**src/hdl/projected_pair_distance_histogram_macros.svh**
```systemverilog
// Assertion macros shared by the pair histogram RTL.
`ifndef PROJECTED_PAIR_DISTANCE_HISTOGRAM_MACROS_SVH
`define PROJECTED_PAIR_DISTANCE_HISTOGRAM_MACROS_SVH
// Same-cycle implication, checked outside reset.
`define PPH_ASSERT_NOW(label, ante, cons, msg) \
  label: assert property (@(posedge clk) disable iff (rst) (ante) |-> (cons)) \
    else $error(msg);
// Next-cycle implication, checked outside reset.
`define PPH_ASSERT_NEXT(label, ante, cons, msg) \
  label: assert property (@(posedge clk) disable iff (rst) (ante) |=> (cons)) \
    else $error(msg);
`endif

```
**src/hdl/pphist_pkg.sv**
```systemverilog
// Shared constants for the projected pair distance histogram.
`default_nettype none
package pphist_pkg;
  localparam int DEF_MAX_RP_EDGES = 32;
  localparam int DEF_MAX_PI_BINS  = 32;
  localparam int SQ_IN_W  = 63;
  localparam int SQ_OUT_W = 32;
  localparam logic [1:0] OP_LOAD_EDGE = 2'd0;
  localparam logic [1:0] OP_COUNT     = 2'd1;
  localparam logic [1:0] OP_READ      = 2'd2;
  localparam logic [1:0] CFG_NUM_RP_EDGES = 2'd0;
  localparam logic [1:0] CFG_NUM_PI_BINS  = 2'd1;
  localparam logic [1:0] CFG_PI_MAX       = 2'd2;
  localparam logic [1:0] CFG_INV_PI_WIDTH = 2'd3;
endpackage
`default_nettype wire

```
**src/hdl/pphist_sqrt.sv**
```systemverilog
// Iterative integer square root, two radicand bits per cycle.
`default_nettype none
module pphist_sqrt
  import pphist_pkg::*;
(
  input  wire logic                clk,
  input  wire logic                rst,
  input  wire logic                start,
  input  wire logic [SQ_IN_W-1:0]  radicand,
  output logic                     done,
  output logic      [SQ_OUT_W-1:0] root
);
  localparam int RW = 2 * SQ_OUT_W;
  localparam int MW = SQ_OUT_W + 3;
  localparam int CNW = $clog2(SQ_OUT_W);

  logic [RW-1:0]  rad;
  logic [MW-1:0]  rem;
  logic [CNW-1:0] cnt;
  logic           busy;
  logic [MW+1:0]  rem_sh;
  logic [MW+1:0]  trial;

  assign rem_sh = {rem, rad[RW-1 -: 2]};
  assign trial  = {3'b000, root, 2'b01};

  always_ff @(posedge clk) begin
    if (rst) begin
      busy <= 1'b0;
      done <= 1'b0;
    end else begin
      done <= 1'b0;
      if (start) begin
        rad  <= RW'(radicand);
        rem  <= '0;
        root <= '0;
        cnt  <= '0;
        busy <= 1'b1;
      end else if (busy) begin
        if (rem_sh >= trial) begin
          rem  <= MW'(rem_sh - trial);
          root <= {root[SQ_OUT_W-2:0], 1'b1};
        end else begin
          rem  <= MW'(rem_sh);
          root <= {root[SQ_OUT_W-2:0], 1'b0};
        end
        rad <= {rad[RW-3:0], 2'b00};
        cnt <= cnt + 1'b1;
        if (cnt == CNW'(SQ_OUT_W - 1)) begin
          busy <= 1'b0;
          done <= 1'b1;
        end
      end
    end
  end
endmodule
`default_nettype wire

```
**config.mk**
```make
export PLATFORM = sky130hd
export DESIGN_NAME = pphist_sqrt
export DESIGN_NICKNAME = d
export VERILOG_FILES = /design/src/hdl/projected_pair_distance_histogram_macros.svh /design/src/hdl/pphist_pkg.sv /design/src/hdl/pphist_sqrt.sv
export SDC_FILE = /design/constraint.sdc
export NUM_CORES = 1
export LEC_CHECK = 0
export BUFFER_PORTS_ARGS = -buffer_cell sky130_fd_sc_hd__buf_2
export CAP_MARGIN = 20
export CORE_ASPECT_RATIO = 2
export CORE_MARGIN = 10
export CORE_UTILIZATION = 25
export DETAILED_ROUTE_END_ITERATION = 8
export GPL_ROUTABILITY_DRIVEN = 0
export MAX_ROUTING_LAYER = met4
export PLACE_DENSITY = 0.41
export SETUP_SLACK_MARGIN = 0.02
export SLEW_MARGIN = 20
export SYNTH_ARGS = -nofsm -noshare
export SYNTH_HDL_FRONTEND = slang
export SYNTH_SLANG_ARGS = --single-unit
export TNS_END_PERCENT = 20
```
**constraint.sdc**
```tcl
create_clock -name clk -period 10.45 [get_ports clk]
set_input_delay 2.6125 -clock clk [delete_from_list [all_inputs] [get_ports clk]]
set_output_delay 2.6125 -clock clk [all_outputs]
set_load 0.03 [all_outputs]
```
==> impl_metrics.json <==
{
  "setup_violations": 0,
  "ys_seq_area_share_pct": 53.5,
  "period_share_pct": 45.3,
  "die_y_um": 268,
  "fin_cells": 1155,
  "fin_tns_setup_ns": 0,
  "yosysWarnings": 0,
  "p_seq_share_pct": 39.6,
  "finalHoldViolations": 0,
  "fin_worst_skew_ns": 0.0114,
  "yosys_register_bits": 138,
  "path_class": "input pin to flip-flop",
  "status": "completed",
  "die_width_um": 144,
  "design.core.area_um2": 30300,
  "share_comb_of_total_power_pct": 21.9,
  "cts_buffers": 17,
  "worst_pin_slew_ns": 0.987,
  "drc": 0,
  "final_common_cell": "edfxtp_1",
  "cts.path.max_buffers": 2,
  "first_pass_iters": 4,
  "crit_slowest_cell": "nor2_4",
  "clk_transition_reported_paths_ns": 0.06,
  "cp-start-kind": "input pin",
  "rows": 90,
  "syn_nets": 789,
  "synth_edf_count": 136,
  "viasPerCell": 4.62,
  "initial_utilization_pct": 25.5,
  "grt_pass1_vias": 5885,
  "antenna_cells": 0,
  "ir_drop_uv": 107,
  "wirelength_mm": 20.4,
  "synth.avg_cell_area_um2": 11.2,
  "syn_area_um2": 7710,
  "dp_slack_ns": 5.15,
  "antenna_found_initial": 0,
  "clockPowerShare_pct": 38.5,
  "swShare_pct": 29.5,
  "drive_gt1_share_pct": 27.3,
  "p_int_mw": 1.22,
  "worstPathRequired_ns": 10.52,
  "n_fill_cell": 3125,
  "drv_slew": 0,
  "detail_route.wl_per_cell_um": 17.7,
  "postCtsHoldBufs": 0,
  "dpl_cell_area_um2": 8550,
  "endpoint_kind": "flip-flop",
  "max_slew_margin_pct": 34.2,
  "yosys_most_used_dff": "edfxtp_1",
  "cts_resized": 0,
  "dpl.hpwl_mm": 14.6,
  "critPathMaxStageDelay_ns": 0.78,
  "async_flop_share_pct": 0,
  "cp.arrival_ns": 4.81,
  "path_cells": "buf_4, nor2_1, nor2_4, buf_12",
  "power_mw": 1.74,
  "gr-total-overflow": 0,
  "pwr_density_cell_nw_per_um2": 189,
  "fin_hold_ws_ns": 0.470,
  "cts-root-buf": "clkbuf_16",
  "finalInstanceArea_um2": 9190,
  "maxCapViolations": 0,
  "final_nets": 876,
  "boundaryPins": 99,
  "fmax_ghz": 0.211,
  "area_delta_synth_final_pct": 19.1,
  "clock_sink_count": 138,
  "cts_setup_buffers": 0,
  "mostFrequentLayoutCells": "edfxtp_1 (136), buf_2 (97), nand2_1 (70), nor2_1 (66), mux2_2 (62)",
  "cts_tree": "done",
  "ctsHtreeMaxLevel": 4,
  "switchingPower_uw": 513,
  "timing.final.crit_period_ns": 4.73,
  "dr.first_iter.drc_count": 226,
  "antenna_left": 0,
  "clk_latency_ns": 0.44,
  "p_leak_nw": 3.59,
  "crit_fanout": 104,
  "hold_path_class": "flip-flop to flip-flop",
  "rsz0062_at_grt": "no",
  "num_vias": 5341,
  "dp_cells": 1123,
  "layout_setup_ws_ns": 5.72,
  "grt.total_usage_pct": 11.2,
  "io_buffers": 98,
  "syn_inst": 687,
  "grt_pass1_wl_mm": 32.1,
  "dieArea_um2": 38700,
  "grt_start_max_net_pins": 105,
  "synth.distinct_cells": 52,
  "fin_util_pct": 30.3
}
power by group through the flow:
stage | logic, mW | registers [mW] | clock network [mW]
2_1_floorplan | 0.276 | 0.713 | 0
3_3_place_gp | 0.388 | 0.700 | 0
3_5_place_dp | 0.387 | 0.700 | 0
4_1_cts | 0.390 | 0.688 | 0.689
5_1_grt | 0.427 | 0.692 | 0.708
6_report | 0.381 | 0.687 | 0.668
synthesized netlist by cell type, drive strengths merged, types with 2 or more instances:
cell type / count / share of area [%]
dfxtp: 2 / 0.52
o21ai: 26 / 1.7
or2: 4 / 0.32
a211o: 2 / 0.23
nor2b: 6 / 0.49
inv: 44 / 2.1
a21oi: 58 / 3.9
nand3: 15 / 0.97
buf: 14 / 1.1
o21bai: 3 / 0.29
ha: 36 / 5.8
a211oi: 13 / 1.6
o21a: 5 / 0.49
or3: 7 / 0.57
xnor2: 17 / 1.9
mux2: 62 / 9.1
xor2: 13 / 1.5
clkbuf: 18 / 0.88
o31ai: 6 / 0.58
and2: 6 / 0.52
edfxtp: 136 / 53
nor3b: 2 / 0.19
a311oi: 5 / 0.57
nand4: 6 / 0.49
a21o: 7 / 0.68
nand2b: 5 / 0.41
nor2: 67 / 3.3
o22a: 2 / 0.23
nor3: 9 / 0.65
nand2: 71 / 3.5
and3: 7 / 0.57
critical path: cells and delay by family:
family | cells | cell delay (ns)
buf+inv | 2 | 1.04
simple gates | 2 | 0.98
worst paths after layout:
kind / startpoint / to / slack [ns] / cells after the start
setup / recovery: start / rem[16]$_SDFFCE_PP0P_ / 5.72 / 4
hold / removal: busy$_SDFF_PP0_ / done$_SDFF_PP0_ / 0.47 / 1
setup reg to reg: root[2]$_SDFFCE_PP0P_ / rem[24]$_SDFFCE_PP0P_ / 6.41 / 11
hold reg to reg: busy$_SDFF_PP0_ / done$_SDFF_PP0_ / 0.47 / 1
metal layers:
| metal | global-route usage, % | part of all wire [%] | vias up |
|---|---|---|---|
| met5 | - | 0 | - |
| met4 | 4.31 | 1.9 | 0 |
| met3 | 2.99 | 3.9 | 21 |
| met2 | 20.9 | 57 | 94 |
| met1 | 10.5 | 37 | 2560 |
| li1 | - | - | 2666 |
state kept, by name, indices dropped and copies added (netlist names):
register  cells
rad          64
root         32
done          1
rem          35
cnt           5
busy          1
area by class of cell:
type	count	area (µm²)	share of cell area (%)
Clock buffer	17	425	4.63
Clock inverter	15	214	2.33
Inverter	44	165	1.80
Timing Repair Buffer	100	520	5.67
Sequential cell	138	4120	44.9
Tap cell	368	460	5.01
Multi-Input combinational cell	473	3280	35.7
logic make-up (layout without fill, tap and decap cells):
family          after synthesis  after routing  synth area share [%]
compound gates              137            137                  11.8
mux                          62             62                  9.05
simple gates                208            208                  12.3
xor+xnor                     30             30                  3.41
buf+inv                      76            176                  4.15
flops                       138            138                  53.5
fa+ha+maj                    36             36                  5.84
Note: power is estimated with default switching activity, not from simulation.
