==> src/hdl/projected_pair_distance_histogram_macros.svh <==
// Assertion macros shared by the pair histogram RTL.
`ifndef PROJECTED_PAIR_DISTANCE_HISTOGRAM_MACROS_SVH
`define PROJECTED_PAIR_DISTANCE_HISTOGRAM_MACROS_SVH
// Same-cycle implication, checked outside reset.
`define PPH_ASSERT_NOW(label, ante, cons, msg) \
  label: assert property (@(posedge clk) disable iff (rst) (ante) |-> (cons)) \
    else $error(msg);
// Next-cycle implication, checked outside reset.
`define PPH_ASSERT_NEXT(label, ante, cons, msg) \
  label: assert property (@(posedge clk) disable iff (rst) (ante) |=> (cons)) \
    else $error(msg);
`endif

==> src/hdl/pphist_ram.sv <==
// Generic single-write, single-read RAM with registered read data.
`default_nettype none
module pphist_ram #(
  parameter int WIDTH = 8,
  parameter int DEPTH = 16
) (
  input  wire logic                     clk,
  input  wire logic                     we,
  input  wire logic [$clog2(DEPTH)-1:0] waddr,
  input  wire logic [WIDTH-1:0]         wdata,
  input  wire logic [$clog2(DEPTH)-1:0] raddr,
  output logic      [WIDTH-1:0]         rdata
);
  logic [WIDTH-1:0] mem [DEPTH];

  always_ff @(posedge clk) begin
    if (we) begin
      mem[waddr] <= wdata;
    end
    rdata <= mem[raddr];
  end
endmodule
`default_nettype wire

==> config.mk <==
export PLATFORM = sky130hd
export DESIGN_NAME = pphist_ram
export DESIGN_NICKNAME = d
export VERILOG_FILES = /design/src/hdl/projected_pair_distance_histogram_macros.svh /design/src/hdl/pphist_ram.sv
export SDC_FILE = /design/constraint.sdc
export NUM_CORES = 1
export LEC_CHECK = 0
export BUFFER_PORTS_ARGS = -buffer_cell sky130_fd_sc_hd__buf_2
export CAP_MARGIN = 40
export CELL_PAD_IN_SITES_DETAIL_PLACEMENT = 1
export CELL_PAD_IN_SITES_GLOBAL_PLACEMENT = 1
export CORE_MARGIN = 5
export CORE_UTILIZATION = 57
export DETAILED_ROUTE_END_ITERATION = 6
export PLACE_DENSITY = 0.82
export SYNTH_ARGS = -nofsm -noshare
export SYNTH_HDL_FRONTEND = slang
export SYNTH_SLANG_ARGS = --single-unit
==> constraint.sdc <==
create_clock -name clk -period 5.3 [get_ports clk]
set_clock_uncertainty 0.15 [all_clocks]
set_input_delay 0.265 -clock clk [delete_from_list [all_inputs] [get_ports clk]]
set_output_delay 0.265 -clock clk [all_outputs]
set_load 0.05 [all_outputs]
==> results.py, run 1 <==
metrics = {
    "status": {
        "run_status": "finished, final reports clean",
    },
    "sta": {
        "drv_slew": 0,
        "slew_headroom_pct": 36.3,
        "timing.final.crit_period_ns": 1.76,
        "finalWorstSetupSlack_ns": 3.54,
        "rsz0062_at_grt": "false",
        "max_freq_mhz": 567,
        "finalHoldViolCount": 0,
        "setup_violations": 0,
        "setup-tns-final_ns": 0,
        "worstMarginPinSlew_ns": 0.951,
        "finalCritPeriodShare_pct": 33.3,
    },
    "clocking": {
        "post-cts-setup-buffer-count": 0,
        "numCtsBuffers": 17,
        "cts_tree": "yes",
        "path_clk_slew_ns": 0.06,
        "clock_latency_ns": 0.52,
        "cts.path.max_buffers": 2,
        "cts_root_buffer": "clkbuf_8",
        "htree_levels": 4,
        "cts_sinks": 136,
    },
    "setup_path": {
        "path_max_fanout": 17,
        "critical_path_class": "in -> reg",
        "startpoint_type": "primary input",
        "arrival_ns": 2.00,
        "required_ns": 5.54,
        "cp-end-kind": "flop",
    },
    "floorplanning": {
        "start_util_pct": 58.7,
        "dieArea_mm2": 0.0110,
        "ios": 26,
        "num_rows": 34,
        "die_width_um": 105,
        "fp.dieH_um": 105,
        "coreArea_mm2": 0.00876,
    },
    "grt": {
        "antenna_found_initial": 0,
        "grt_pass1_vias": 2712,
        "grt_max_degree": 33,
        "track_usage_pct": 23.0,
        "grt_pass1_wl_mm": 18.0,
        "overflow": 0,
    },
    "finish": {
        "drive_above_1_share_pct": 29.0,
        "final_util_pct": 70.2,
        "nets": 298,
        "syn2layout_area_growth_pct": 19.5,
        "fill_cells": 676,
        "antenna_cells": 0,
    },
    "routing": {
        "drtIter0Drc": 262,
        "drc_errors": 0,
        "post_drt_wl_per_cell_um": 29.7,
        "highest_layer": "met4",
        "vias": 2572,
        "routed_wl_mm": 11.9,
        "antenna_left": 0,
        "via_per_inst": 6.41,
        "dr_wl_met2_mm": 6.04,
        "drtPass1Iterations": 5,
        "m1WireLength_mm": 4.95,
        "wl_met3_um": 745,
    },
    "min_path": {
        "hp-class": "in -> reg",
    },
    "run": {
        "maxCapViolCount": 0,
    },
    "synthesis": {
        "synth_xor_area_share_pct": 0,
        "synth-simple-area-share_pct": 3.18,
        "synth_fa_ha_area_share_pct": 0,
        "synth_top_area_share_pct": 74.7,
        "synth.mux.area_fraction_pct": 15.0,
        "synth_top_family_by_area": "multiplexers",
        "ys_types": 19,
        "yosysTopAreaCell": "edfxtp_1",
        "ys_seq_area_share_pct": 77.8,
        "synth_compound_area_share_pct": 2.33,
        "avgSynthCellArea_um2": 22.5,
        "synthesis.area_mm2": 0.00515,
        "synth_area_leaders": "edfxtp_1 (75%), mux4_2 (7.9%), mux4_1 (7.1%)",
        "yosysWarnings": 0,
        "synth.ff_latch_count": 136,
        "synthCells": 229,
        "syn_nets": 247,
    },
    "power": {
        "worst_ir_drop_vdd_mv": 0.268,
        "power_leakage_nw": 2.10,
        "power_density_mw_per_mm2": 428,
    },
    "placement": {
        "dp_hpwl_mm": 6.77,
        "place_ws_ns": 3.05,
        "routabilityCongestion": 0.783,
        "numPortBuffers": 25,
    },
}
==> metrics by stage <==
stage / cell area, um2 / cells / power [mW] / hold slack [ns]
after floorplan: 5150 / 229 / 1.32 / 0.214
after global placement: 5340 / 353 / 1.36 / 0.500
after detailed placement: 5400 / 358 / 1.37 / 0.503
after CTS: 6130 / 398 / 2.65 / 0.101
after global routing: 6150 / 401 / 2.73 / 0.119
final: 6150 / 401 / 2.64 / 0.137
==> synthesized netlist by cell type (all sizes together) <==
cell and n:
nand2 9, a22oi 16, dfxtp 8, clkdlybuf4s25 3, buf 7, and2 1, nor2 13, nor3 4
or3b 1, edfxtp 128, and2b 1, nand3 1, mux4 32, nand3b 2, nor2b 1, nand2b 2
==> final cells by class <==
class	instances	area [um2]	share of cell area, %
clock buffer	22	463	7.52
clock inverter	10	191	3.11
multi-input combinational	83	1070	17.3
sequential	136	4000	65.1
tap	108	135	2.20
timing repair buffer	42	293	4.76
==> worst max-delay path: stages <==
cell and delay, ns:
buf_2 0.47, buf_16 0.25, mux4_1 0.61, a22oi_1 0.31, nand2_1 0.10
==> layout by cell type, fill, tap and decap left out, drive strengths merged <==
cell and instances:
nor3 4, or3b 1, nand2b 2, bufinv 5, clkbuf 22, buf 34
nor2b 1, a22oi 16, clkinv 3, and2 1, nand3 1, nand3b 2
nand2 9, clkinvlp 2, and2b 1, nor2 13, mux4 32, dlygate4sd3 8
edfxtp 128, dfxtp 8
==> state kept, by name (all words and copies together) (netlist names) <==
name and flops:
mem 128, rdata 8
==> worst paths after layout <==
path / startpoint / to / slack, ns / cells past startpoint
setup reg to reg: mem[2][0]$_DFFE_PP_ / rdata[0]$_DFF_P_ / 3.65 / 3
setup / recovery: raddr[0] / rdata[0]$_DFF_P_ / 3.54 / 5
hold reg to reg: mem[15][3]$_DFFE_PP_ / rdata[3]$_DFF_P_ / 0.51 / 3
hold / removal: waddr[0] / mem[0][1]$_DFFE_PP_ / 0.14 / 2
==> repair_timing <==
| action | in CTS | in global routing |
|---|---|---|
| hold endpoints to repair | 127 | 0 |
| gates resized for setup | 0 | 0 |
| hold buffers | 8 | 0 |
==> routing by layer <==
metal | track usage [%] | up-vias
li1 | - | 1076
met1 | 32.0 | 1345
met2 | 36.2 | 136
met3 | 5.73 | 15
met4 | 7.12 | 0
met5 | 0 | -
==> where the power goes <==
part | internal, mW | switching (mW)
combinational | 0.0500 | 0.0914
clock | 0.852 | 0.431
sequential | 1.20 | 0.00930
total | 2.10 | 0.532
==> cell families after synthesis <==
logic type             Yosys count
flip-flops                     136
AND/OR/NAND/NOR                 35
multiplexers                    32
AO/OA/AOI/OAI                   16
buffers and inverters           10
Note: power is estimated with default switching activity, not from simulation.
==> inputs of run 2 (changes only) <==
--- a/config.mk
+++ b/config.mk
@@ -10,9 +10,9 @@
 export CELL_PAD_IN_SITES_DETAIL_PLACEMENT = 1
 export CELL_PAD_IN_SITES_GLOBAL_PLACEMENT = 1
 export CORE_MARGIN = 5
-export CORE_UTILIZATION = 57
+export CORE_UTILIZATION = 53
 export DETAILED_ROUTE_END_ITERATION = 6
-export PLACE_DENSITY = 0.82
+export PLACE_DENSITY = 0.77
 export SYNTH_ARGS = -nofsm -noshare
 export SYNTH_HDL_FRONTEND = slang
 export SYNTH_SLANG_ARGS = --single-unit
==> constraint.sdc (replaced) <==
create_clock -name clk -period 1.7 [get_ports clk]
set_clock_uncertainty 0.15 [all_clocks]
set_input_delay 0.085 -clock clk [delete_from_list [all_inputs] [get_ports clk]]
set_output_delay 0.085 -clock clk [all_outputs]
set_load 0.05 [all_outputs]
==> results.py, run 2 (synthesized netlist as in run 1, its figures left out) <==
metrics = {
    "status": {
        "run_status": "finished, final reports clean",
    },
    "finish": {
        "layout_common_cells": "edfxtp_1 (128), buf_2 (25), mux4_2 (18), buf_4 (18)",
        "largest_reg_flops": 128,
        "top_register": "mem",
        "nets": 314,
        "top_regs": "mem (128), rdata (8)",
        "antenna_cells": 0,
        "fill_cells": 849,
        "regArea_mm2": 0.00400,
        "multi_input_area_mm2": 0.00106,
        "syn2layout_area_growth_pct": 20.1,
        "layout_commonest_cell": "edfxtp_1",
        "drive_above_1_share_pct": 28.2,
        "fin_cells": 442,
    },
    "sta": {
        "worstMarginPinSlew_ns": 0.409,
        "slew_headroom_pct": 72.7,
        "finalWorstSetupSlack_ns": 0.0481,
        "max_freq_mhz": 605,
        "setup-tns-final_ns": 0,
        "timing.final.crit_period_ns": 1.65,
        "finalCritPeriodShare_pct": 97.2,
        "finalHoldViolCount": 0,
        "setup_violations": 0,
        "drv_slew": 0,
        "rsz0062_at_grt": "false",
    },
    "setup_path": {
        "startpoint_type": "primary input",
        "crit_path_frequent_cell": "dlygate4sd3_1",
        "critical_path_class": "in -> reg",
        "slowest_stage": "dlygate4sd3_1",
        "critPathTopFamily": "buffers and inverters",
        "r2r-end": "rdata[0]$_DFF_P_",
        "reg2reg_slack_ns": 0.17,
        "path_max_fanout": 8,
        "arrival_ns": 1.71,
        "cp_num_buf_inv": 4,
        "cp-end-kind": "flop",
        "worstPathCellList": "dlygate4sd3_1 > buf_2 > nor3_2 > dlygate4sd3_1 > buf_4",
        "crit_path_max_incr_delay_ns": 0.55,
        "r2r-start": "mem[1][0]$_DFFE_PP_",
        "rr_worst_depth": 3,
        "required_ns": 1.75,
    },
    "floorplanning": {
        "dieArea_mm2": 0.0118,
        "coreArea_mm2": 0.00964,
        "ios": 26,
        "die_width_um": 109,
        "start_util_pct": 53.4,
        "num_rows": 36,
        "fp.dieH_um": 109,
    },
    "clocking": {
        "cts_sinks": 136,
        "path_clk_slew_ns": 0.05,
        "cts.path.max_buffers": 2,
        "htree_levels": 4,
        "cts_root_buffer": "clkbuf_8",
        "clock_latency_ns": 0.52,
        "cts_tree": "yes",
        "post-cts-setup-buffer-count": 0,
        "numCtsBuffers": 17,
    },
    "routing": {
        "drtPass1Iterations": 5,
        "post_drt_wl_per_cell_um": 24.3,
        "vias": 2538,
        "routed_wl_mm": 10.7,
        "drtIter0Drc": 154,
        "drc_errors": 0,
        "via_per_inst": 5.74,
        "antenna_left": 0,
    },
    "grt": {
        "grt_pass1_vias": 2746,
        "grt_pass1_wl_mm": 16.5,
        "grt_max_degree": 33,
        "antenna_found_initial": 0,
        "overflow": 0,
        "track_usage_pct": 20.3,
    },
    "placement": {
        "place_ws_ns": 0.0262,
        "numPortBuffers": 25,
        "routabilityCongestion": 0.720,
        "dp_hpwl_mm": 7.00,
        "dp_cells": 398,
    },
    "min_path": {
        "whs_endpoint": "rdata[2]$_DFF_P_",
        "hp-class": "in -> reg",
        "worstHoldStart": "raddr[2]",
        "min_path_cells": 5,
    },
    "run": {
        "maxCapViolCount": 0,
    },
    "power": {
        "finalPower_mw": 7.39,
        "worst_ir_drop_vdd_mv": 0.685,
        "power_leakage_nw": 2.12,
        "power_density_mw_per_mm2": 1200,
    },
}
-- run 2: how the worst max path moves through the flow --
stage                               end  cells past startpoint  slack [ns]      from
global placement       rdata[7]$_DFF_P_                      5        0.06  raddr[0]
floorplan           mem[3][0]$_DFFE_PP_                      2        0.20  waddr[2]
detailed placement     rdata[0]$_DFF_P_                      5        0.03  raddr[0]
CTS                 mem[0][7]$_DFFE_PP_                      5        0.07  waddr[1]
global route        mem[0][3]$_DFFE_PP_                      5        0.02  waddr[1]
finish              mem[0][3]$_DFFE_PP_                      5        0.05  waddr[1]
-- run 2: power by group --
group	switching, mW	total [mW]	internal (mW)
Combinational	0.277	0.452	0.175
Clock	1.22	3.17	1.95
Sequential	0.0250	3.78	3.75
Total	1.52	7.39	5.88
-- run 2: final cells by class --
type	count	share of cell area (%)
clock inverter	7	0.891
tap	133	2.69
clock buffer	25	7.35
multi-input combinational	83	17.2
sequential	136	64.8
timing repair buffer	58	7.12
-- run 2: per-stage QoR --
step	hold slack [ns]	area [um2]	util [%]
2_1_floorplan	0.0339	5150	-
3_3_place_gp	0.316	5550	57.6
3_5_place_dp	0.336	5550	57.6
4_1_cts	0.00370	6180	64.1
5_1_grt	0.0456	6180	64.1
6_report	0.0162	6180	64.1
-- run 2: layer usage --
layer	vias to the layer above	share of wire [%]	GRT usage (%)
met2	80	51	32.7
li1	1103	-	-
met3	15	4.1	4.84
met1	1340	43	26.7
met4	0	2.0	8.66
met5	-	0	0
-- run 2: timing repair --
item,4_1_cts,5_1_grt
resized for setup,0,0
hold endpoints to repair,154,0
hold buffers,12,0
-- run 2: worst register-to-register path, stage by stage, from the launching register on --
cell and delay [ns]:
edfxtp_1 0.36, mux4_1 0.51, a22oi_1 0.31, nand2_1 0.09
==> inputs of run 3 (changes only) <==
--- a/config.mk
+++ b/config.mk
@@ -12,6 +12,7 @@
 export CORE_MARGIN = 5
 export CORE_UTILIZATION = 53
 export DETAILED_ROUTE_END_ITERATION = 6
+export GPL_TIMING_DRIVEN = 0
 export PLACE_DENSITY = 0.77
 export SYNTH_ARGS = -nofsm -noshare
 export SYNTH_HDL_FRONTEND = slang
==> results.py, run 3 (synthesized netlist as in run 1, its figures left out) <==
metrics = {
    "setup_path": {
        "endpoint": "rdata[0]$_DFF_P_",
        "cp-end-kind": "flop",
        "critPathLaunch": "raddr[1]",
        "r2r-end": "rdata[0]$_DFF_P_",
        "arrival_ns": 1.92,
        "path_max_fanout": 10,
        "reg2reg_slack_ns": 0.13,
        "critical_path_class": "in -> reg",
        "r2r-start": "mem[15][0]$_DFFE_PP_",
        "startpoint_type": "primary input",
        "rr_worst_depth": 3,
        "required_ns": 1.94,
    },
    "min_path": {
        "hp-class": "in -> reg",
    },
    "routing": {
        "drc_errors": 0,
        "drtIter0Drc": 217,
        "antenna_left": 0,
        "vias": 2573,
        "routed_wl_mm": 11.1,
        "drtPass1Iterations": 5,
        "post_drt_wl_per_cell_um": 25.3,
        "via_per_inst": 5.85,
    },
    "placement": {
        "dp_hpwl_mm": 6.76,
        "numPortBuffers": 24,
        "placed_cell_area_mm2": 0.00546,
        "dp_cells": 389,
        "place_ws_ns": -0.247,
        "routabilityCongestion": 0.702,
    },
    "sta": {
        "finalHoldViolCount": 0,
        "timing.final.crit_period_ns": 1.67,
        "finalCritPeriodShare_pct": 98.4,
        "drv_slew": 0,
        "worstMarginPinSlew_ns": 0.867,
        "holdWs_ns": 0.0339,
        "slew_headroom_pct": 42.0,
        "max_freq_mhz": 598,
        "finalWorstSetupSlack_ns": 0.0276,
        "setup-tns-final_ns": 0,
        "setup_violations": 0,
        "rsz0062_at_grt": "false",
    },
    "power": {
        "power_density_mw_per_mm2": 1290,
        "finalPower_mw": 8.08,
        "worst_ir_drop_vdd_mv": 0.780,
        "power_leakage_nw": 2.14,
    },
    "finish": {
        "layout_common_cells": "edfxtp_1 (128), buf_2 (28), dlygate4sd3_1 (19)",
        "drive_above_1_share_pct": 28.3,
        "nets": 312,
        "final_area_mm2": 0.00627,
        "layout_commonest_cell": "edfxtp_1",
        "syn2layout_area_growth_pct": 21.8,
        "antenna_cells": 0,
        "final_util_pct": 65.1,
        "top_register": "mem",
        "fin_cells": 440,
        "largest_reg_flops": 128,
        "top_regs": "mem (128), rdata (8)",
    },
    "floorplanning": {
        "dieArea_mm2": 0.0118,
        "coreArea_mm2": 0.00964,
        "ios": 26,
        "start_util_pct": 53.4,
        "die_width_um": 109,
        "fp.dieH_um": 109,
        "num_rows": 36,
    },
    "clocking": {
        "htree_levels": 4,
        "path_clk_slew_ns": 0.06,
        "cts_sinks": 136,
        "cts_root_buffer": "clkbuf_8",
        "numCtsBuffers": 17,
        "post_cts_resized": 0,
        "clock_latency_ns": 0.52,
        "cts_tree": "yes",
        "cts.path.max_buffers": 2,
    },
    "status": {
        "run_status": "finished, final reports clean",
    },
    "grt": {
        "grt_max_degree": 17,
        "grt_pass1_wl_mm": 17.3,
        "antenna_found_initial": 0,
        "track_usage_pct": 21.6,
        "grt_pass1_vias": 2710,
        "overflow": 0,
    },
    "run": {
        "maxCapViolCount": 0,
    },
}
[run 3: changes by cell type in the layout (fill, tap and decap cells not counted), sizes merged]
cell / delta
dlygate4sd3: +7
clkdlybuf4s25: +3
buf: -12
clkbuf: -8
clkinvlp: +4
bufinv: +4
[run 3: worst max-delay path, cell delays in order]
cell	delay [ns]
dlygate4sd3_1	0.53
buf_2	0.17
buf_2	0.30
mux4_2	0.38
a22oi_1	0.35
nand2_1	0.08
[run 3: how the worst min path moves through the flow]
stage | start | end | slack [ns] | depth (start not counted)
2_1_floorplan | wdata[0] | mem[0][0]$_DFFE_PP_ | 0.03 | 0
3_3_place_gp | wdata[6] | mem[6][6]$_DFFE_PP_ | 0.33 | 1
3_5_place_dp | wdata[6] | mem[6][6]$_DFFE_PP_ | 0.35 | 1
4_1_cts | waddr[1] | mem[8][3]$_DFFE_PP_ | 0.01 | 3
5_1_grt | waddr[3] | mem[0][1]$_DFFE_PP_ | 0.05 | 3
6_report | waddr[3] | mem[0][5]$_DFFE_PP_ | 0.03 | 3
[run 3: area by class of cell]
class | instances | area, um2
plain buffers | 10 | 86.3
clock buffers | 17 | 414
clock inverters | 15 | 208
fillers | 810 | 3370
multi-input cells | 83 | 1060
flip-flops and latches | 136 | 4000
well taps | 133 | 166
repair buffers | 46 | 330
[run 3: what timing repair did]
action                    in CTS  in global routing
hold endpoints to repair     149                  0
hold buffers                  19                  0
setup buffers                  0                  0
[run 3: per-layer routing]
layer  part of all wire, %  global-route usage, %
met1                    43                   30.2
met5                     0                      0
met2                    49                   33.1
met4                   2.3                   7.84
met3                   5.5                   5.43
[run 3: power by group]
| group | internal (mW) | switching (mW) | total, mW |
|---|---|---|---|
| combinational | 0.174 | 0.295 | 0.469 |
| sequential | 3.75 | 0.0204 | 3.77 |
| clock | 2.50 | 1.33 | 3.84 |
